[src/hw/rtl/ibus_pkg.sv]
// Shared types and constants of the i-BUS servo frame receiver.
package ibus_pkg;

  localparam int unsigned FRAME_BYTES = 32;

  localparam logic [7:0]  HEADER_SYNC    = 8'h20;
  localparam logic [7:0]  HEADER_CMD     = 8'h40;
  localparam logic [5:0]  CSUM_LAST_BYTE = 6'd29;
  localparam logic [5:0]  POS_HUNT       = 6'd0;
  localparam logic [5:0]  POS_BODY_FIRST = 6'd2;
  localparam logic [5:0]  POS_FIRST_CH_HI = 6'd3;
  localparam logic [5:0]  POS_CSUM_HI    = 6'(FRAME_BYTES - 1);
  localparam logic [15:0] CSUM_INIT      = 16'hFFFF;
  localparam logic [15:0] CSUM_AFTER_HDR = CSUM_INIT - 16'(HEADER_SYNC) - 16'(HEADER_CMD);

  typedef enum logic [1:0] {
    STATUS_DATA     = 2'd0,
    STATUS_CSUM_ERR = 2'd1,
    STATUS_LOST     = 2'd2
  } status_e;

  typedef enum logic [1:0] {
    ST_IDLE,
    ST_EXEC,
    ST_CHECK,
    ST_EMIT
  } state_e;

endpackage

[src/hw/rtl/ibus_frame_receiver.sv]
// Top level of the i-BUS servo frame receiver: header hunt, checksum and channel report.
//
// Usage: the slave stream carries one beat per received UART byte (tdata) or per
// inter-byte gap timeout (tuser set). The block hunts for the header bytes 0x20 0x40,
// collects the 28 body bytes, keeps the running checksum and stores the little-endian
// channel words. After the trailing checksum word it reports either one beat per
// configured channel (tlast on the final one) or a single checksum-error beat. A count
// of zero reports one channel and counts above MAX_CHANNELS report MAX_CHANNELS.
// A gap while a frame is open gives one signal-lost beat and the block resyncs.
// Each input beat is accepted, then makes one pass through the shared 16-bit
// subtractor that updates the checksum; no new beat is taken before that pass. The
// final frame byte is followed by a compare on the same subtractor, then one reported
// channel beat per cycle while the master side does not stall. Results go through a
// single output register; a stalled master holds that register and the sequencer
// waits before loading the next beat, nothing is dropped. s_axis_tready is high only
// while the sequencer is idle.
// The configuration channel is always ready; write it only while the block is idle.
// Reset returns to header hunting with a reported channel count of 4; the channel
// store is not cleared since every word is written in a frame before it is reported.
module ibus_frame_receiver
  import ibus_pkg::*;
#(
  parameter int unsigned MAX_CHANNELS = 14
) (
  input  logic        clk_i,
  input  logic        rst_ni,
  // configuration write channel: number of reported channels
  input  logic        cfg_valid_i,
  output logic        cfg_ready_o,
  input  logic [3:0]  cfg_data_i,
  // slave stream
  input  logic        s_axis_tvalid,
  output logic        s_axis_tready,
  input  logic [7:0]  s_axis_tdata,   // [7:0] rx_byte
  input  logic [0:0]  s_axis_tuser,   // [0] gap_event
  // master stream
  output logic        m_axis_tvalid,
  input  logic        m_axis_tready,
  output logic [23:0] m_axis_tdata,   // [3:0] channel_index, [19:4] channel_value, rest zero
  output logic [1:0]  m_axis_tuser,   // [1:0] status
  output logic        m_axis_tlast
);

  localparam int unsigned IdxW    = (MAX_CHANNELS > 1) ? $clog2(MAX_CHANNELS) : 1;
  localparam logic [3:0]  MaxCnt  = 4'(MAX_CHANNELS);
  localparam logic [3:0]  MaxLast = 4'(MAX_CHANNELS - 1);

  state_e      state_q, state_d;
  logic [3:0]  ch_count_q, ch_count_d;
  logic [5:0]  pos_q, pos_d;
  logic        seen_first_q, seen_first_d;
  logic [15:0] csum_q, csum_d;
  logic [7:0]  low_q, low_d;
  logic [7:0]  byte_q, byte_d;
  logic        gap_q, gap_d;
  status_e     kind_q, kind_d;
  logic [3:0]  emit_cnt_q, emit_cnt_d;
  logic [3:0]  last_idx_q, last_idx_d;

  logic        out_valid_q, out_valid_d;
  status_e     out_status_q, out_status_d;
  logic [3:0]  out_index_q, out_index_d;
  logic [15:0] out_value_q, out_value_d;
  logic        out_last_q, out_last_d;

  logic [15:0] store_q [MAX_CHANNELS];
  logic        store_we;
  logic [IdxW-1:0] store_widx;
  logic [15:0] store_wdata;
  logic [15:0] store_rdata_q;

  logic [15:0] alu_b;
  logic [15:0] alu_diff;
  logic [5:0]  pos_rel;
  logic [4:0]  word_idx;
  logic        in_accept;
  logic        slot_free;
  logic        emit_last;

  assign in_accept = s_axis_tvalid && s_axis_tready;
  assign slot_free = !out_valid_q || m_axis_tready;

  // The one shared subtractor: byte removal from the checksum in EXEC, and the
  // compare against the received checksum word in CHECK (zero difference is a match).
  assign alu_b    = (state_q == ST_CHECK) ? {byte_q, low_q} : {8'd0, byte_q};
  assign alu_diff = csum_q - alu_b;

  // Odd body positions carry the high byte of a channel word.
  assign pos_rel  = pos_q - POS_FIRST_CH_HI;
  assign word_idx = pos_rel[5:1];

  assign emit_last   = (kind_q != STATUS_DATA) || (emit_cnt_q == last_idx_q);

  // Next state.
  always_comb begin
    state_d = state_q;
    unique case (state_q)
      ST_IDLE: begin
        if (in_accept) state_d = ST_EXEC;
      end
      ST_EXEC: begin
        if (gap_q) begin
          state_d = (pos_q != POS_HUNT) ? ST_EMIT : ST_IDLE;
        end else if (pos_q == POS_CSUM_HI) begin
          state_d = ST_CHECK;
        end else begin
          state_d = ST_IDLE;
        end
      end
      ST_CHECK: state_d = ST_EMIT;
      ST_EMIT: begin
        if (slot_free && emit_last) state_d = ST_IDLE;
      end
      default: state_d = ST_IDLE;
    endcase
  end

  // Datapath and output register updates.
  always_comb begin
    ch_count_d   = ch_count_q;
    pos_d        = pos_q;
    seen_first_d = seen_first_q;
    csum_d       = csum_q;
    low_d        = low_q;
    byte_d       = byte_q;
    gap_d        = gap_q;
    kind_d       = kind_q;
    emit_cnt_d   = emit_cnt_q;
    last_idx_d   = last_idx_q;
    out_valid_d  = out_valid_q;
    out_status_d = out_status_q;
    out_index_d  = out_index_q;
    out_value_d  = out_value_q;
    out_last_d   = out_last_q;
    store_we     = 1'b0;
    store_widx   = word_idx[IdxW-1:0];
    store_wdata  = {byte_q, low_q};

    if (cfg_valid_i) ch_count_d = cfg_data_i;
    if (out_valid_q && m_axis_tready) out_valid_d = 1'b0;

    unique case (state_q)
      ST_IDLE: begin
        if (in_accept) begin
          byte_d = s_axis_tdata;
          gap_d  = s_axis_tuser[0];
        end
      end
      ST_EXEC: begin
        if (gap_q) begin
          pos_d        = POS_HUNT;
          seen_first_d = 1'b0;
          csum_d       = CSUM_INIT;
          low_d        = 8'd0;
          kind_d       = STATUS_LOST;
          emit_cnt_d   = 4'd0;
        end else if (pos_q == POS_HUNT) begin
          if (seen_first_q && byte_q == HEADER_CMD) begin
            csum_d       = CSUM_AFTER_HDR;
            pos_d        = POS_BODY_FIRST;
            seen_first_d = 1'b0;
          end else begin
            seen_first_d = (byte_q == HEADER_SYNC);
          end
        end else if (pos_q <= CSUM_LAST_BYTE) begin
          csum_d = alu_diff;
          if (!pos_q[0]) begin
            low_d = byte_q;
          end else if (5'(word_idx) < 5'(MaxCnt)) begin
            store_we = 1'b1;
          end
          pos_d = pos_q + 6'd1;
        end else if (pos_q != POS_CSUM_HI) begin
          low_d = byte_q;
          pos_d = pos_q + 6'd1;
        end
      end
      ST_CHECK: begin
        kind_d     = (alu_diff == 16'd0) ? STATUS_DATA : STATUS_CSUM_ERR;
        emit_cnt_d = 4'd0;
        // Out-of-range counts: zero reports one channel, large values saturate.
        if (ch_count_q == 4'd0) begin
          last_idx_d = 4'd0;
        end else if (ch_count_q > MaxCnt) begin
          last_idx_d = MaxLast;
        end else begin
          last_idx_d = ch_count_q - 4'd1;
        end
        pos_d        = POS_HUNT;
        seen_first_d = 1'b0;
        csum_d       = CSUM_INIT;
        low_d        = 8'd0;
      end
      ST_EMIT: begin
        if (slot_free) begin
          out_valid_d  = 1'b1;
          out_status_d = kind_q;
          out_last_d   = emit_last;
          if (kind_q == STATUS_DATA) begin
            out_index_d = emit_cnt_q;
            out_value_d = store_rdata_q;
          end else begin
            out_index_d = 4'd0;
            out_value_d = 16'd0;
          end
          emit_cnt_d = emit_cnt_q + 4'd1;
        end
      end
      default: ;
    endcase
  end

  always_ff @(posedge clk_i or negedge rst_ni) begin
    if (!rst_ni) begin
      state_q      <= ST_IDLE;
      ch_count_q   <= 4'd4;
      pos_q        <= POS_HUNT;
      seen_first_q <= 1'b0;
      csum_q       <= CSUM_INIT;
      low_q        <= 8'd0;
      out_valid_q  <= 1'b0;
    end else begin
      state_q      <= state_d;
      ch_count_q   <= ch_count_d;
      pos_q        <= pos_d;
      seen_first_q <= seen_first_d;
      csum_q       <= csum_d;
      low_q        <= low_d;
      out_valid_q  <= out_valid_d;
    end
  end

  always_ff @(posedge clk_i) begin
    byte_q       <= byte_d;
    gap_q        <= gap_d;
    kind_q       <= kind_d;
    emit_cnt_q   <= emit_cnt_d;
    last_idx_q   <= last_idx_d;
    out_status_q <= out_status_d;
    out_index_q  <= out_index_d;
    out_value_q  <= out_value_d;
    out_last_q   <= out_last_d;
  end

  // The read address follows the next emit count, so the word for the coming
  // channel beat is already registered when the sequencer loads it.
  always_ff @(posedge clk_i) begin
    if (store_we) store_q[store_widx] <= store_wdata;
    store_rdata_q <= store_q[emit_cnt_d[IdxW-1:0]];
  end

  assign cfg_ready_o   = 1'b1;
  assign s_axis_tready = (state_q == ST_IDLE);
  assign m_axis_tvalid = out_valid_q;
  assign m_axis_tdata  = {4'd0, out_value_q, out_index_q};
  assign m_axis_tuser  = out_status_q;
  assign m_axis_tlast  = out_last_q;

endmodule

[config.mk]
export PLATFORM = sky130hd
export DESIGN_NAME = ibus_frame_receiver
export DESIGN_NICKNAME = d
export VERILOG_FILES = /design/src/hw/rtl/ibus_pkg.sv /design/src/hw/rtl/ibus_frame_receiver.sv
export SDC_FILE = /design/constraint.sdc
export NUM_CORES = 1
export LEC_CHECK = 0
export BUFFER_PORTS_ARGS = -buffer_cell sky130_fd_sc_hd__buf_2
export CAP_MARGIN = 20
export CORE_AREA = 2 2 169 171
export CTS_CLUSTER_SIZE = 30
export DETAILED_ROUTE_END_ITERATION = 8
export DIE_AREA = 0 0 171 173
export PLACE_DENSITY = 0.66
export SYNTH_ARGS = -nofsm -noshare
export SYNTH_HDL_FRONTEND = slang
export SYNTH_SLANG_ARGS = --single-unit
[constraint.sdc]
create_clock -name clk_i -period 5.29 [get_ports clk_i]
set_input_delay 1.587 -clock clk_i [delete_from_list [all_inputs] [get_ports clk_i]]
set_output_delay 1.587 -clock clk_i [all_outputs]
set_load 0.02 [all_outputs]
**Word level (Yosys, flattened, before mapping)**

Memories as Yosys holds them, arrays and structs flattened. A register that Yosys moved wholly into a read port is not among the register bits.
Index checks and enable logic that the tools add are counted.

- Add/subtract/negate cells: 5
- Magnitude comparators: 3
- Eq/ne operators: 18
- Muxes and demuxes: 46
- Reductions and logical operators: 24

Operators by type and width:

| cell | count |
|---|---|
| two-way mux 16 bit | 5 |
| two-way mux 8 bit | 5 |
| one-hot mux 16 bit (2 select lines) | 1 |
| two-way mux 6 bit | 5 |
| zero test 16 bit | 1 |
| inequality test 4 bit, second input constant | 4 |
| one-hot mux 8 bit (2 select lines) | 1 |
| subtractor 16 bit | 1 |
| two-way mux 1 bit | 15 |
| two-way mux 2 bit | 6 |
| two-way mux 4 bit | 3 |
| one-hot mux 4 bit (3 select lines) | 1 |
| one-hot mux 6 bit (2 select lines) | 1 |
| AND reduction 2 bit | 5 |
| == test 8 x 6 -> 1 bit, second input constant | 1 |
| == test 8 x 7 -> 1 bit, second input constant | 1 |
| one-hot mux 2 bit (4 select lines) | 1 |
| adder 6 x 1 -> 6 bit, second input constant | 1 |
| == test 6 x 5 -> 1 bit, second input constant | 1 |
| less-or-equal comparator 6 x 5 -> 1 bit, second input constant | 1 |
| zero test 6 bit | 1 |
| inequality test 3 bit, second input constant | 2 |
| inequality test 6 x 5 -> 1 bit, second input constant | 1 |
| AND reduction 3 bit | 2 |
| 22 further kinds | 30 |

- Register bits: 80
- Memory bits (writable): 224
- Input bits: 18
- Word-level logic and storage cells: 114
- Memories kept: 1

Memory list:

| memory | words | width | rd ports | clocked after memory_dff | write ports | line | source |
|---|---|---|---|---|---|---|---|
| store_q | 14 | 16 | 1 | 1 | 1 | ibus_frame_receiver.sv:66 | `logic [15:0] store_q [MAX_CHANNELS];` |

**Logic depth before layout (Yosys ltp)**

- Word-level depth: 10
- Gate-level depth with buffers: 14
- Depth with buffers taken out: 13

**Worst setup path after synthesis**

Ideal clock, no wire load.

- Path kind: register to register
- Start: register state_q[0]
- End: register kind_q[0] (data pin)
- Setup time: 0.281 ns
- Arrival time: 3.413 ns
- Data required time: 5.009 ns
- Path slack: 1.596 ns
- Cell stages (with the launch flop): 14
- Path buffers: 2
- Clock period less this slack: 3.694 ns
- Path through: dfrtp_1 > inv_1 > ha_1 > clkbuf_1 > clkbuf_1 > mux2i_1 > ha_1 > and3_1 > a221oi_1 > o211ai_1 > a41o_1 > and4_1 > nor3_1 > a41oi_1

- Longest elaborated chain between the ends: 6
- Elaborated cells between the ends (all ways): 7

Ends and longest elaborated chain:

| what | line | source |
|---|---|---|
| start, declared | ibus_frame_receiver.sv:48 | `state_e state_q, state_d;` |
| start signal, assigned | ibus_frame_receiver.sv:223 | `state_q <= state_d;` |
| == test 2 bit | ibus_frame_receiver.sv:85, ibus_frame_receiver.sv:142 |  |
| two-way mux 16 bit | ibus_frame_receiver.sv:85 | `assign alu_b = (state_q == ST_CHECK) ? {byte_q, low_q} : {8'd0, byte_q};` |
| subtractor 16 bit | ibus_frame_receiver.sv:86 | `assign alu_diff = csum_q - alu_b;` |
| zero test 16 bit | ibus_frame_receiver.sv:179 | `kind_d = (alu_diff == 16'd0) ? STATUS_DATA : STATUS_CSUM_ERR;` |
| two-way mux 1 bit | ibus_frame_receiver.sv:179 |  |
| one-hot mux 2 bit (2 select lines) * | ibus_frame_receiver.sv:142 | `unique case (state_q)` |
| end signal, assigned | ibus_frame_receiver.sv:236 | `kind_q <= kind_d;` |
| end, declared | ibus_frame_receiver.sv:56 | `status_e kind_q, kind_d;` |

Mark *: on every way between the ends. The rest lies on a longest branch, timed or not.
A chain may end at the register's enable or synchronous reset.

**Worst setup path after layout**

Same ends and word-level chain as after synthesis.

==> metrics.yaml <==
finalWorstSetupSlack_ns: 1.51
critPathCaptureType: "register"
setup_tns_ns: 0
antenna_found_initial: 0
port_buffers: 42
cts_hold_buf: 0
antennaDiodeCount: 0
drc_errors: 0
dieHeight_um: 173
cap_violations: 0
finalWirelength_um: 29500
pre_cts_slack_ns: 1.18
critPathArrivalTime_ns: 4.00
num_rows: 61
yosysTopAreaCellShare: 0.573
grt_usage: 0.201
max_freq_mhz: 265
holdPathEnd: "m_axis_tuser[1]$_DFFE_PP_"
syn_to_final_growth_pct: 12.6
mostFrequentLayoutCell: "edfxtp_1"
r2r_start: "state_q[0]$_DFFE_PN0P_"
rsz0062_at_grt: "no"
root_buffer: "clkbuf_16"
synth_area_leaders: "edfxtp_1 (57%), nand2_1 (4.2%), dfrtp_1 (3.8%), dfstp_2 (3.3%), dfxtp_1 (2.9%)"
worst_pin_slew_ns: 1.06
crit_required_ns: 5.51
critPathMaxFanout: 7
fin_skew_ns: 0.0123
clk_path_buf_depth: 3
relSlewSlack: 0.294
first_global_vias: 8180
hold_viol_final: 0
wl_met2_um: 14400
synth-edff-count: 262
ant_nets: 0
layout_common_cells: "edfxtp_1 (262), nand2_1 (152), a31oi_1 (55), a211oi_1 (52), and2_1 (48)"
holdWs_ns: 0.453
synth_cells: 1022
max-vdd-ir-drop_uv: 230
utilization: 0.560
reg2reg_setup_slack_ns: 1.51
drive_gt1_frac: 0.173
core_area_mm2: 0.0276
gr-total-overflow: 0
start_util: 0.497
hold_path.class: "reg2reg"
wl_met3_um: 1670
critPathLaunchType: "register"
avgSynthCellArea_um2: 13.4
async_flop_share: 0.119
via_per_inst: 5.61
syn_area_mm2: 0.0137
grt_max_degree: 97
cts_made_buffers: 34
final-setup-viol-count: 0
worstSetupStartpoint: "state_q[0]$_DFFE_PN0P_"
r2r_cells: 13
worstSetupPathType: "reg2reg"
fin_crit_sh: 0.714
cts_resized: 0
cts_tree: "built"
ioPinCount: 48
grt_pass1_wl_um: 45600
htree_levels: 2
clkLatencyLatePin_ns: 0.50
nNetsFinal: 1122
p_per_area_mw_per_mm2: 463
drt-wirelength-per-cell_um: 19.9
r2r_end: "kind_q[0]$_SDFFCE_PP0P_"
top_layer_used: "met4"
ys_types: 71
synth_top_cell_by_area: "edfxtp_1"
synth-seq-area-share: 0.672
slew_viol_final: 0
m1WireLength_um: 12700
cts_setup_buffers: 0
fill_cells: 2223
gp_congestion: 0.815
fin_crit_ns: 3.78
cts_sinks: 320
clk_pin_slew_ns: 0.06
outcome: "finished, final reports clean"
die-area_mm2: 0.0296
vias: 8304
hold_depth: 0
min-delay-start: "kind_q[1]$_DFFE_PP_"
first_pass_iters: 5
leakage_nw: 5.43
ys_warn_count: 0
dp_hpwl_um: 17200
synth_ff_type: "edfxtp_1"
die_w_um: 171
drt_iter0_drc: 634
synth-seq-cells: 320
metrics by stage:
stage,cell area (um^2),power (mW),cells
finish,15500,7.16,1479
floorplan,13800,4.53,1025
detailed placement,14400,4.97,1419
global placement,14400,4.94,1419
CTS,15500,7.21,1479
global route,15500,7.52,1479
layout make-up:
cell class | instances | area, um^2 | share of cell area
Sequential cell | 320 | 9240 | 0.597
Tap cell | 378 | 473 | 0.0306
Timing Repair Buffer | 71 | 440 | 0.0285
Inverter | 20 | 75.1 | 0.00485
Clock buffer | 49 | 968 | 0.0626
Multi-Input combinational cell | 630 | 4190 | 0.271
Clock inverter | 11 | 88.8 | 0.00574
registers in the layout, indices dropped and copies added (netlist names), 2 cells and up, named ones only:
signal and flops:
store_q 224, csum_q 16, out_value_q 16, store_rdata_q 16, byte_q 8, low_q 8, pos_q 6, ch_count_q 4
emit_cnt_q 4, last_idx_q 4, out_index_q 4, kind_q 2, m_axis_tuser 2
worst max-delay path, stage by stage, from the launching register on:
cell and delay (ns):
dfrtp_1 0.46, inv_1 0.09, ha_1 0.30, mux2_2 0.26, ha_1 0.18, inv_1 0.06, fa_1 0.42, a211oi_1 0.36
o21bai_1 0.13, a21oi_1 0.23, xor2_1 0.23, o2111ai_1 0.13, a2111oi_0 0.46, a41oi_1 0.19
synthesized netlist by cell type (3+ instances only):
| cell type | n |
|---|---|
| buf_4 | 6 |
| and2_0 | 23 |
| inv_1 | 19 |
| o31ai_1 | 4 |
| a21boi_0 | 3 |
| o21ai_0 | 40 |
| nand2b_1 | 4 |
| buf_6 | 3 |
| nand2_1 | 152 |
| edfxtp_1 | 262 |
| xnor2_1 | 3 |
| mux2_2 | 19 |
| buf_2 | 17 |
| mux4_2 | 16 |
| xor2_1 | 13 |
| o22a_1 | 9 |
| and2_1 | 48 |
| or3_1 | 5 |
| mux2i_1 | 7 |
| a31oi_1 | 55 |
| dfstp_2 | 17 |
| dfrtp_1 | 21 |
| o21a_1 | 4 |
| dfxtp_1 | 20 |
| ha_1 | 26 |
| clkbuf_1 | 28 |
| o211ai_1 | 3 |
| nand3_1 | 4 |
| a211oi_1 | 52 |
| nor3_1 | 9 |
| a21o_1 | 7 |
| a21oi_1 | 21 |
| nor2_1 | 48 |
worst max path at each step:
stage                                            to  slack, ns
after global placement    store_rdata_q[12]$_DFF_P_       1.19
final                       kind_q[0]$_SDFFCE_PP0P_       1.51
after global routing        kind_q[0]$_SDFFCE_PP0P_       1.21
after CTS                   kind_q[0]$_SDFFCE_PP0P_       1.49
after detailed placement  store_rdata_q[12]$_DFF_P_       1.18
after floorplan             kind_q[0]$_SDFFCE_PP0P_       1.60
routing by layer:
layer	GRT usage	vias to the layer above
met2	0.339	212
li1	-	3926
met5	0	-
met1	0.269	4115
met4	0.0639	0
met3	0.0323	51
report_power, final:
part	switching (mW)	internal, mW	leakage (nW)
Sequential	0.217	3.05	3.00
Clock	0.918	1.32	0.511
Combinational	1.02	0.625	1.92
Total	2.16	5.00	5.43
cells by family (layout without fill, tap and decap cells):
| kind of cell | Yosys count | in the layout | share of synthesized area |
|---|---|---|---|
| flip-flops | 320 | 320 | 0.672 |
| AND/OR/NAND/NOR | 316 | 316 | 0.109 |
| adder cells (fa/ha/maj) | 27 | 27 | 0.0251 |
| AO/OA/AOI/OAI | 224 | 224 | 0.111 |
| other | 2 | 5 | 0.000547 |
| multiplexers | 42 | 42 | 0.0469 |
| XOR/XNOR | 16 | 16 | 0.0102 |
| buffers and inverters | 75 | 151 | 0.0253 |
Power figures use the tool's default switching activity.
